==> src/sv/assert_macros.svh <==
`ifndef ASSERT_MACROS_SVH
`define ASSERT_MACROS_SVH

// Antecedent implies consequent in the same cycle.
`define ASSERT_IMPLY(label, ante, cons, msg) \
   label: assert property (@(posedge clock) disable iff (reset) (ante) |-> (cons)) \
      else $error(msg);

// Antecedent implies consequent in the following cycle.
`define ASSERT_NEXT(label, ante, cons, msg) \
   label: assert property (@(posedge clock) disable iff (reset) (ante) |=> (cons)) \
      else $error(msg);

// Condition never holds.
`define ASSERT_NEVER(label, cond, msg) \
   label: assert property (@(posedge clock) disable iff (reset) !(cond)) \
      else $error(msg);

`endif

==> src/sv/tccw_pkg.sv <==
package tccw_pkg;

   localparam int COLUMNS = 80;
   localparam int ROWS    = 25;
   localparam int CELLS   = COLUMNS * ROWS;

   localparam int MODE_W = 2;
   localparam int CHAR_W = 8;
   localparam int ATTR_W = 8;
   localparam int COL_W  = 7;
   localparam int ROW_W  = 5;
   localparam int LIN_W  = 11;
   localparam int CELL_W = CHAR_W + ATTR_W;

   localparam int CW     = $clog2(COLUMNS);
   localparam int RW     = $clog2(ROWS);
   localparam int ADDR_W = $clog2(CELLS);

   localparam int SCROLL_BASE = COLUMNS * (ROWS - 1);

   localparam logic [MODE_W-1:0] MODE_PUT   = 2'd0;
   localparam logic [MODE_W-1:0] MODE_CLEAR = 2'd1;
   localparam logic [MODE_W-1:0] MODE_READ  = 2'd2;

   localparam logic [CHAR_W-1:0] CH_NULL  = 8'd0;
   localparam logic [CHAR_W-1:0] CH_BS    = 8'd8;
   localparam logic [CHAR_W-1:0] CH_TAB   = 8'd9;
   localparam logic [CHAR_W-1:0] CH_NL    = 8'd10;
   localparam logic [CHAR_W-1:0] CH_SPACE = 8'd32;

   localparam logic [ATTR_W-1:0] RESET_ATTR = 8'd7;

   typedef struct packed {
      logic              we;
      logic [ADDR_W-1:0] waddr;
      logic [CELL_W-1:0] wdata;
      logic              re;
      logic [ADDR_W-1:0] raddr;
   } ram_req_type;

   typedef struct packed {
      logic              valid;
      logic [COL_W-1:0]  col;
      logic [ROW_W-1:0]  row;
      logic [LIN_W-1:0]  linear;
      logic              scrolled;
      logic [CHAR_W-1:0] cell_char;
      logic [ATTR_W-1:0] cell_attr;
   } result_type;

   function automatic logic [ADDR_W-1:0] cell_addr(logic [RW-1:0] row, logic [CW-1:0] col);
      return ADDR_W'(ADDR_W'(row) * ADDR_W'(COLUMNS)) + ADDR_W'(col);
   endfunction

endpackage

==> src/sv/tccw_seq.sv <==
`include "assert_macros.svh"

module tccw_seq (
   input  logic                         clock,
   input  logic                         reset,
   input  logic                         req_valid,
   output logic                         req_ready,
   input  logic [tccw_pkg::MODE_W-1:0]  req_mode,
   input  logic [tccw_pkg::CHAR_W-1:0]  req_code,
   input  logic [tccw_pkg::ROW_W-1:0]   req_row,
   input  logic [tccw_pkg::COL_W-1:0]   req_col,
   input  logic [tccw_pkg::ATTR_W-1:0]  attr,
   input  logic                         out_free,
   input  logic [tccw_pkg::CELL_W-1:0]  rdata,
   output tccw_pkg::ram_req_type        ram_req,
   output tccw_pkg::result_type         res
);

   localparam logic [2:0] S_INIT  = 3'd0;
   localparam logic [2:0] S_IDLE  = 3'd1;
   localparam logic [2:0] S_EXEC  = 3'd2;
   localparam logic [2:0] S_COPY  = 3'd3;
   localparam logic [2:0] S_BLANK = 3'd4;
   localparam logic [2:0] S_DONE  = 3'd5;

   logic [2:0]                    state_ff, state_in;
   logic [tccw_pkg::ADDR_W-1:0]   cnt_ff, cnt_in;
   logic [tccw_pkg::ADDR_W-1:0]   wa_ff;
   logic [tccw_pkg::CW-1:0]       col_ff, col_in;
   logic [tccw_pkg::RW-1:0]       row_ff, row_in;
   logic                          scr_ff, scr_in;
   logic                          cell_ok_ff, cell_ok_in;
   logic [tccw_pkg::MODE_W-1:0]   mode_ff;
   logic [tccw_pkg::CHAR_W-1:0]   code_ff;
   logic [tccw_pkg::ROW_W-1:0]    rrow_ff;
   logic [tccw_pkg::COL_W-1:0]    rcol_ff;

   logic [tccw_pkg::CHAR_W-1:0]   code_eff;
   logic                          in_range;
   logic                          last_col;
   logic                          last_row;
   logic [tccw_pkg::CW-1:0]       bs_col, a_col;
   logic [tccw_pkg::RW-1:0]       bs_row, a_row;
   logic [tccw_pkg::ADDR_W-1:0]   addr;
   logic [tccw_pkg::CELL_W-1:0]   blank;

   assign req_ready = (state_ff == S_IDLE);

   always_comb begin
      code_eff = (code_ff == tccw_pkg::CH_TAB) ? tccw_pkg::CH_SPACE : code_ff;
      in_range = (32'(rrow_ff) < 32'(tccw_pkg::ROWS)) && (32'(rcol_ff) < 32'(tccw_pkg::COLUMNS));
      last_col = (col_ff == tccw_pkg::CW'(tccw_pkg::COLUMNS - 1));
      last_row = (row_ff == tccw_pkg::RW'(tccw_pkg::ROWS - 1));
      blank    = {attr, tccw_pkg::CH_SPACE};

      if (col_ff != '0) begin
         bs_col = col_ff - tccw_pkg::CW'(1);
         bs_row = row_ff;
      end else if (row_ff != '0) begin
         bs_col = tccw_pkg::CW'(tccw_pkg::COLUMNS - 1);
         bs_row = row_ff - tccw_pkg::RW'(1);
      end else begin
         bs_col = '0;
         bs_row = '0;
      end

      // The one address unit serves reads, character writes and backspace blanking.
      if (mode_ff == tccw_pkg::MODE_READ) begin
         a_row = tccw_pkg::RW'(rrow_ff);
         a_col = tccw_pkg::CW'(rcol_ff);
      end else if (code_eff == tccw_pkg::CH_BS) begin
         a_row = bs_row;
         a_col = bs_col;
      end else begin
         a_row = row_ff;
         a_col = col_ff;
      end
      addr = tccw_pkg::cell_addr(a_row, a_col);

      state_in   = state_ff;
      cnt_in     = cnt_ff;
      col_in     = col_ff;
      row_in     = row_ff;
      scr_in     = scr_ff;
      cell_ok_in = cell_ok_ff;
      ram_req    = '0;
      res        = '0;

      case (state_ff)
         S_INIT: begin
            ram_req.we    = 1'b1;
            ram_req.waddr = cnt_ff;
            ram_req.wdata = {tccw_pkg::RESET_ATTR, tccw_pkg::CH_SPACE};
            if (cnt_ff == tccw_pkg::ADDR_W'(tccw_pkg::CELLS - 1)) begin
               cnt_in   = '0;
               state_in = S_IDLE;
            end else begin
               cnt_in = cnt_ff + tccw_pkg::ADDR_W'(1);
            end
         end
         S_IDLE: begin
            if (req_valid) begin
               state_in = S_EXEC;
            end
         end
         S_EXEC: begin
            scr_in     = 1'b0;
            cell_ok_in = 1'b0;
            state_in   = S_DONE;
            case (mode_ff)
               tccw_pkg::MODE_PUT: begin
                  if (code_eff == tccw_pkg::CH_NULL) begin
                     state_in = S_DONE;
                  end else if (code_eff == tccw_pkg::CH_NL) begin
                     col_in = '0;
                     if (last_row) begin
                        scr_in   = 1'b1;
                        cnt_in   = '0;
                        state_in = S_COPY;
                     end else begin
                        row_in = row_ff + tccw_pkg::RW'(1);
                     end
                  end else if (code_eff == tccw_pkg::CH_BS) begin
                     col_in        = bs_col;
                     row_in        = bs_row;
                     ram_req.we    = 1'b1;
                     ram_req.waddr = addr;
                     ram_req.wdata = blank;
                  end else begin
                     ram_req.we    = 1'b1;
                     ram_req.waddr = addr;
                     ram_req.wdata = {attr, code_eff};
                     if (last_col) begin
                        col_in = '0;
                        if (last_row) begin
                           scr_in   = 1'b1;
                           cnt_in   = '0;
                           state_in = S_COPY;
                        end else begin
                           row_in = row_ff + tccw_pkg::RW'(1);
                        end
                     end else begin
                        col_in = col_ff + tccw_pkg::CW'(1);
                     end
                  end
               end
               tccw_pkg::MODE_CLEAR: begin
                  col_in   = '0;
                  row_in   = '0;
                  cnt_in   = '0;
                  state_in = S_BLANK;
               end
               tccw_pkg::MODE_READ: begin
                  ram_req.re    = in_range;
                  ram_req.raddr = addr;
                  cell_ok_in    = in_range;
               end
               default: begin
                  state_in = S_DONE;
               end
            endcase
         end
         S_COPY: begin
            // Each cell is read one row below its target and written back in the following cycle.
            ram_req.re    = (cnt_ff != tccw_pkg::ADDR_W'(tccw_pkg::SCROLL_BASE));
            ram_req.raddr = cnt_ff + tccw_pkg::ADDR_W'(tccw_pkg::COLUMNS);
            ram_req.we    = (cnt_ff != '0);
            ram_req.waddr = wa_ff;
            ram_req.wdata = rdata;
            if (cnt_ff == tccw_pkg::ADDR_W'(tccw_pkg::SCROLL_BASE)) begin
               state_in = S_BLANK;
            end else begin
               cnt_in = cnt_ff + tccw_pkg::ADDR_W'(1);
            end
         end
         S_BLANK: begin
            ram_req.we    = 1'b1;
            ram_req.waddr = cnt_ff;
            ram_req.wdata = blank;
            if (cnt_ff == tccw_pkg::ADDR_W'(tccw_pkg::CELLS - 1)) begin
               state_in = S_DONE;
            end else begin
               cnt_in = cnt_ff + tccw_pkg::ADDR_W'(1);
            end
         end
         S_DONE: begin
            if (out_free) begin
               res.valid = 1'b1;
               state_in  = S_IDLE;
            end
         end
         default: begin
            state_in = S_IDLE;
         end
      endcase

      res.col       = tccw_pkg::COL_W'(col_ff);
      res.row       = tccw_pkg::ROW_W'(row_ff);
      res.linear    = tccw_pkg::LIN_W'(tccw_pkg::cell_addr(row_ff, col_ff));
      res.scrolled  = scr_ff;
      res.cell_char = cell_ok_ff ? rdata[tccw_pkg::CHAR_W-1:0] : '0;
      res.cell_attr = cell_ok_ff ? rdata[tccw_pkg::CELL_W-1:tccw_pkg::CHAR_W] : '0;
   end

   always_ff @(posedge clock) begin
      if (reset) begin
         state_ff   <= S_INIT;
         cnt_ff     <= '0;
         col_ff     <= '0;
         row_ff     <= '0;
         scr_ff     <= 1'b0;
         cell_ok_ff <= 1'b0;
      end else begin
         state_ff   <= state_in;
         cnt_ff     <= cnt_in;
         col_ff     <= col_in;
         row_ff     <= row_in;
         scr_ff     <= scr_in;
         cell_ok_ff <= cell_ok_in;
      end
   end

   always_ff @(posedge clock) begin
      wa_ff <= cnt_ff;
      if (req_valid && req_ready) begin
         mode_ff <= req_mode;
         code_ff <= req_code;
         rrow_ff <= req_row;
         rcol_ff <= req_col;
      end
   end

   `ASSERT_NEVER(a_copy_order, (state_ff == S_COPY) && ram_req.we && ram_req.re && (ram_req.waddr >= ram_req.raddr), "scroll copy writes at or beyond its read address")
   `ASSERT_IMPLY(a_res_slot, res.valid, out_free, "result issued while the output register is occupied")
   `ASSERT_NEXT(a_res_idle, res.valid, req_ready, "block not ready after delivering a result")
   `ASSERT_NEVER(a_col_range, 32'(col_ff) >= 32'(tccw_pkg::COLUMNS), "cursor column beyond the screen")

endmodule

==> config.mk <==
export PLATFORM = sky130hd
export DESIGN_NAME = tccw_seq
export DESIGN_NICKNAME = d
export VERILOG_FILES = /design/src/sv/tccw_pkg.sv /design/src/sv/tccw_seq.sv
export VERILOG_INCLUDE_DIRS = /design/src /design/src/sv
export SDC_FILE = /design/constraint.sdc
export NUM_CORES = 1
export LEC_CHECK = 0
export ABC_AREA = 1
export CAP_MARGIN = 20
export CORE_UTILIZATION = 65
export DETAILED_ROUTE_END_ITERATION = 10
export DONT_BUFFER_PORTS = 1
export PLACE_DENSITY = 0.81
export SKIP_CTS_REPAIR_TIMING = 1
export SYNTH_ARGS = -nofsm -noshare
export SYNTH_HDL_FRONTEND = slang
export SYNTH_SLANG_ARGS = --single-unit
==> constraint.sdc <==
create_clock -name clock -period 4.4 [get_ports clock]
set_clock_uncertainty 0.1 [all_clocks]
set_input_delay 0.66 -clock clock [delete_from_list [all_inputs] [get_ports clock]]
set_output_delay 0.66 -clock clock [all_outputs]
set_load 0.02 [all_outputs]
==> results of run 1 <==
-- metal layers --
layer | vias to the layer above | track usage (%) | share of wire [%]
met5 | - | 0 | 0
li1 | 2433 | - | -
met3 | 45 | 10.7 | 9.8
met1 | 2392 | 47.1 | 40
met4 | 0 | 12.8 | 3.0
met2 | 337 | 62.1 | 47
-- layout make-up --
| cell class | count | area [um^2] | share of cell area, % |
|---|---|---|---|
| tap | 99 | 124 | 2.26 |
| multi-input combinational | 533 | 3020 | 55.0 |
| inverter | 100 | 382 | 6.95 |
| clock buffer | 13 | 170 | 3.10 |
| sequential | 61 | 1440 | 26.3 |
| clock inverter | 3 | 41.3 | 0.752 |
| timing repair buffer | 39 | 313 | 5.70 |
-- worst reg2reg max path, cell delays in order, from the launching register on --
cell and delay (ns):
edfxtp_1 0.44, nor2_1 0.49, nand4_1 0.35, nand2_1 0.14, nand3_1 0.09, nor2_2 0.22, nand2_4 0.18, clkinv_2 0.14
nand2_1 0.06, a21oi_1 0.15
-- flip-flops by register name, indices dropped and copies added, names as in the netlist --
name        flops
col_ff          7
cell_ok_ff      1
cnt_ff         11
state_ff        3
code_ff         8
scr_ff          1
mode_ff         2
rrow_ff         5
row_ff          5
wa_ff          11
rcol_ff         7
-- through the flow --
step | utilization (%) | worst slack (ns) | TNS, ns | hold WS [ns] | total power [W]
after floorplan | - | 0.119 | 0 | 0.226 | 0.00163
after global placement | 69.9 | 0.200 | 0 | 0.283 | 0.00181
after detailed placement | 69.9 | 0.0793 | 0 | 0.286 | 0.00184
after CTS | 72.8 | -0.324 | -1.08 | 0.264 | 0.00237
after global routing | 75.3 | -0.145 | -0.539 | 0.254 | 0.00266
final | 75.3 | 0.0685 | 0 | 0.268 | 0.00252
-- power by group through the flow --
stage / clock [W] / combinational (W) / sequential [W]
after floorplan: 0 / 0.000899 / 0.000734
after global placement: 0 / 0.00108 / 0.000735
after detailed placement: 0 / 0.00110 / 0.000739
after CTS: 0.000542 / 0.00110 / 0.000727
after global routing: 0.000571 / 0.00135 / 0.000736
final: 0.000544 / 0.00125 / 0.000732
-- cells in the final DEF, fill, tap and decap left out, drive strengths merged --
cell,instances
fa,4
nand3b,2
o221ai,3
clkbuf,13
o311ai,1
nand4,15
a32o,4
nor3,4
a211oi,2
a21o,1
edfxtp,22
ha,28
nand3,56
or2,1
inv,99
a21oi,41
nor2,67
xnor2,6
dfxtp,39
o31ai,1
o22ai,4
o32ai,2
buf,39
o211ai,9
a22o,6
o21ai,69
bufinv,1
nand2,189
clkinv,3
xor2,18
-- kinds of logic after synthesis --
group | share of synthesized area [%]
compound gates | 16.8
flops | 29.1
fa+ha+maj | 8.69
buf+inv | 11.0
simple gates | 30.2
xor+xnor | 4.24
-- worst paths after layout --
check | startpoint | end | slack (ns) | depth (start not counted)
worst max-delay path | code_ff[6]$_DFFE_PP_ | ram_req[10] | 0.07 | 18
worst min-delay path | reset | cnt_ff[6]$_SDFFE_PP0P_ | 0.27 | 1
worst max register to register | mode_ff[0]$_DFFE_PP_ | cnt_ff[5]$_SDFFE_PP0P_ | 1.98 | 9
worst min register to register | cnt_ff[10]$_SDFFE_PP0P_ | wa_ff[10]$_DFF_P_ | 0.30 | 0
==> impl_metrics.py, run 1 <==
metrics = {
    "status": {
        "status": "completed",
    },
    "cells_and_area": {
        "fin_nets": 826,
        "n_antenna_cell": 0,
        "design_area_um2": 5490,
        "final_layout_size_suffix_gt1_share_pct": 14.7,
        "stdcell_count": 848,
        "num-fill-cells": 565,
        "syn2layout_area_growth_pct": 10.8,
    },
    "synth": {
        "yosys-top-cells-count": "nand2_1, inv_1, o21ai_0",
        "yosys_warnings": 0,
        "syn_avg_cell_area_um2": 6.84,
        "synth_top_area_share_pct": 15.8,
        "ys.flop_type": "dfxtp_1",
        "post-synth-top-area-cell": "dfxtp_1",
        "syn_inst": 724,
        "yosys-top-cells-area": "dfxtp_1, nand2_1, edfxtp_1, ha_1, o21ai_0",
        "synth.most_common_cell": "nand2_1",
        "synth_area_um2": 4950,
        "seq_area_frac_synth_pct": 29.1,
        "ys_seq_elements": 61,
        "yosysUniqueCellTypes": 43,
        "synth_edf_count": 22,
        "synth-async-reset-ratio_pct": 0,
        "synthesis.nets": 806,
    },
    "power_and_ir_drop": {
        "seqPwrFrac_pct": 29.0,
        "vdd_drop_max_mv": 0.468,
        "power_density_nw_per_um2": 459,
        "p_leak_nw": 2.51,
        "pwr-share-comb_pct": 49.4,
        "power_switching_w": 0.00117,
        "p_sw_share_pct": 46.5,
        "internal_power_w": 0.00135,
        "clkPwrFrac_pct": 21.6,
    },
    "global_route": {
        "grt_max_degree": 23,
        "antenna_found_initial": 0,
        "grt.total_usage_pct": 37.6,
        "grt_pass1_wl_um": 22400,
        "grt_pass1_vias": 4619,
        "grt_overflow": 0,
    },
    "sta": {
        "final-setup-viol-count": 0,
        "finalMaxSlewViolations": 0,
        "hold_viol": 0,
        "max_freq_mhz": 231,
        "finalCritPeriodShare_pct": 98.4,
        "worst_pin_slew_ns": 0.924,
        "period_needed_ns": 4.33,
        "slew_headroom_pct": 38.2,
    },
    "clock_network": {
        "clock-root-buffer": "clkbuf_8",
        "cts.sinks": 61,
        "cts_tree": "done",
        "cts-htree-levels": 3,
        "cts_buffers": 9,
        "clock_path_buffers": 2,
        "clk_latency_ns": 0.36,
        "path_clk_slew_ns": 0.07,
    },
    "worst_setup_path": {
        "crit_top_cell": "nand2_1",
        "end_kind": "primary output",
        "cp_slowest_cell": "fa_2",
        "path_delay_family": "simple AND/OR/NAND/NOR gates",
        "worstPathRequired_ns": 3.64,
        "crit_path_cell_trace": "nor2_1, nand2_1, nor2_2, nand3_2, inv_4, o211ai_1, o21ai_1, o21ai_2, ha_1, ha_2, inv_2, fa_2, nand3b_1, xor2_1, nand3_1, nand2_1, nand2_1, nand2_2",
        "cp_max_fo": 7,
        "crit_type": "reg2out",
        "worstPathArrival_ns": 3.57,
        "cpPeakStageDelay_ns": 0.55,
        "cp-start-kind": "flip-flop",
        "critical_path_buf_inv_count": 2,
    },
    "die": {
        "pin_count": 132,
        "fp.dieW_um": 89.3,
        "core-area_um2": 7290,
        "die-area_um2": 7980,
        "die-height_um": 89.3,
        "start_util_pct": 67.9,
        "fp-row-count": 31,
    },
    "drt": {
        "dr.pass1.iters": 5,
        "drtIter0Drc": 463,
        "drc": 0,
        "wire_per_inst_um": 18.1,
        "wl_um": 15300,
        "avgViaCountPerCell": 6.14,
        "vias": 5207,
        "ant_nets": 0,
    },
    "place": {
        "place.gp.congestion": 1.01,
        "placed_cell_area_um2": 5090,
        "io_buffer_count": 0,
        "dp.cells": 817,
        "dpl.hpwl_um": 11300,
    },
    "min_path": {
        "hp-class": "in2reg",
    },
    "job": {
        "cap_violations": 0,
    },
}
(Power assumes the default switching activity.)
==> inputs of run 2 (changes only) <==
ABC_AREA = unset   (was 1)
SETUP_SLACK_MARGIN = 0.02   (was unset)
==> impl_metrics.py, run 2 <==
metrics = {
    "status": {
        "status": "finished, violations left",
        "violations": "negative setup slack",
    },
    "sta": {
        "max_freq_mhz": 210,
        "worst_pin_slew_ns": 0.991,
        "finalSetupTns_ns": -0.662,
        "final-setup-viol-count": 3,
        "fin_ws_ns": -0.353,
        "slew_headroom_pct": 33.9,
        "period_needed_ns": 4.75,
        "hold_viol": 0,
        "finalCritPeriodShare_pct": 108,
        "rsz0062_at_grt": "yes",
        "finalMaxSlewViolations": 0,
    },
    "cells_and_area": {
        "fin_nets": 682,
        "final_cell_mix": "nand2_1, a21oi_1, buf_4",
        "seqCellArea_um2": 1460,
        "multi_input_area_um2": 3060,
        "design_area_um2": 5390,
        "reg_top3": "cnt_ff (11), wa_ff (11), code_ff (8)",
        "stdcell_count": 701,
        "final_layout_size_suffix_gt1_share_pct": 19.5,
        "n_antenna_cell": 0,
        "final_common_cell": "nand2_1",
        "syn2layout_area_growth_pct": 15.8,
        "num-fill-cells": 498,
    },
    "drt": {
        "avgViaCountPerCell": 6.68,
        "vias": 4682,
        "drtIter0Drc": 587,
        "wl_um": 13700,
        "wire_per_inst_um": 19.5,
        "dr.pass1.iters": 6,
        "drc": 0,
        "ant_nets": 0,
    },
    "global_route": {
        "grt_overflow": 0,
        "antenna_found_initial": 0,
        "grt_max_degree": 32,
        "met1_usage_pct": 47.0,
        "top_usage_layer": "met2",
        "use_met3_pct": 8.38,
        "use_met2_pct": 54.1,
        "grt_pass1_wl_um": 20500,
        "grt.total_usage_pct": 35.2,
        "grt_pass1_vias": 4093,
    },
    "die": {
        "fp-row-count": 30,
        "die-height_um": 86.6,
        "core-area_um2": 6870,
        "die-area_um2": 7500,
        "start_util_pct": 67.8,
        "pin_count": 132,
        "fp.dieW_um": 86.6,
    },
    "power_and_ir_drop": {
        "power_w": 0.00112,
        "vdd_drop_max_mv": 0.213,
        "power_density_nw_per_um2": 208,
        "p_leak_nw": 2.09,
    },
    "place": {
        "dpl.hpwl_um": 9690,
        "place.gp.congestion": 0.961,
        "dp.cells": 674,
        "io_buffer_count": 0,
        "placed_cell_area_um2": 4970,
    },
    "synth": {
        "synth.most_common_cell": "nand2_1",
        "synthesis.nets": 657,
        "syn_avg_cell_area_um2": 8.10,
        "synth_top_area_share_pct": 16.8,
        "ys.flop_type": "dfxtp_1",
        "synth_edf_count": 22,
        "yosysUniqueCellTypes": 69,
        "synth-async-reset-ratio_pct": 0,
        "post-synth-top-area-cell": "dfxtp_1",
        "yosys_warnings": 0,
        "seq_area_frac_synth_pct": 31.0,
        "synth_area_um2": 4660,
        "ys_seq_elements": 61,
        "syn_inst": 575,
        "yosys-top-cells-count": "nand2_1, a21oi_1, o21ai_0",
        "yosys-top-cells-area": "dfxtp_1, edfxtp_1, ha_1, a21oi_1, nand2_1",
    },
    "worst_setup_path": {
        "critPathCapture": "ram_req[38]",
        "worstPathArrival_ns": 3.99,
        "r2r_end": "col_ff[6]$_SDFFE_PP0P_",
        "cp_slowest_cell": "or4_4",
        "cpPeakStageDelay_ns": 0.52,
        "cp_max_fo": 6,
        "cp.depth": 13,
        "ff2ff_path_depth": 5,
        "r2r_slack_ns": 1.65,
        "path_delay_family": "simple AND/OR/NAND/NOR gates",
        "reg2reg_from": "state_ff[1]$_SDFFE_PP0P_",
        "crit_path_cell_trace": "nor4_4, nand2_4, or4_4, a31oi_4, ha_1, inv_1, fa_2, nand3b_1, or3b_4, o21ai_4, xnor2_4, o21ai_2, buf_6",
        "cp-start-kind": "flip-flop",
        "crit_start": "code_ff[7]$_DFFE_PP_",
        "worstPathRequired_ns": 3.64,
        "crit_type": "reg2out",
        "end_kind": "primary output",
        "critical_path_buf_inv_count": 2,
    },
    "clock_network": {
        "cts.sinks": 61,
        "cts-htree-levels": 3,
        "clk_latency_ns": 0.36,
        "clock_path_buffers": 2,
        "cts_tree": "done",
        "cts_buffers": 9,
        "clock-root-buffer": "clkbuf_8",
        "path_clk_slew_ns": 0.08,
    },
    "min_path": {
        "hp-class": "in2reg",
    },
    "job": {
        "cap_violations": 0,
    },
}
==> run 2: cell types whose count changed after synthesis, sizes merged, moves of 12 or more <==
cell / change
and2: +20
clkbuf: +12
inv: -60
nand2: -128
nand3: -29
nor2: -35
o21ai: -23
xor2: -13
==> run 2: worst min path at each step <==
stage | cells past startpoint | slack (ns) | end | start
after global placement | 0 | 0.32 | wa_ff[5]$_DFF_P_ | cnt_ff[5]$_SDFFE_PP0P_
after CTS | 1 | 0.25 | cnt_ff[1]$_SDFFE_PP0P_ | reset
after floorplan | 0 | 0.23 | wa_ff[7]$_DFF_P_ | cnt_ff[7]$_SDFFE_PP0P_
after detailed placement | 0 | 0.33 | wa_ff[1]$_DFF_P_ | cnt_ff[1]$_SDFFE_PP0P_
final | 1 | 0.26 | cnt_ff[1]$_SDFFE_PP0P_ | reset
after global routing | 1 | 0.25 | cnt_ff[1]$_SDFFE_PP0P_ | reset
==> run 2: metal layers <==
layer	part of all wire [%]	wire, um	vias up
met5	0	0	-
met4	3.1	427	0
met3	9.3	1270	46
met2	46	6350	297
met1	41	5640	2182
li1	-	-	2157
==> run 2: area by class of cell <==
type                    instances  area share [%]
multi-input cells             439            56.8
inverters                      37            2.58
clock inverters                 6           0.998
flip-flops and latches         61            27.0
clock buffers                  10            2.76
repair buffers                 52            7.61
well taps                      96            2.23
==> run 2: cells by family (layout without fill, tap and decap cells) <==
group	Yosys count	after routing	share of synthesized area, %
flops	61	61	31.0
buf+inv	75	105	6.83
mux	5	5	1.08
compound gates	179	179	25.0
fa+ha+maj	32	32	9.24
xor+xnor	20	20	3.76
simple gates	203	203	23.1
==> run 2: metrics by stage <==
step,worst slack [ns],hold WS (ns),util (%)
after floorplan,-0.0264,0.226,-
after global placement,0.0193,0.325,72.4
after detailed placement,-0.0667,0.327,72.4
after CTS,-0.450,0.255,75.4
after global routing,-0.516,0.247,78.5
final,-0.353,0.261,78.5
==> run 2: report_power, final <==
group / leakage (nW) / switching, W / internal [W]
registers: 0.517 / 0.00000512 / 0.000586
logic: 1.47 / 0.0000123 / 0.00000643
clock network: 0.100 / 0.000263 / 0.000247
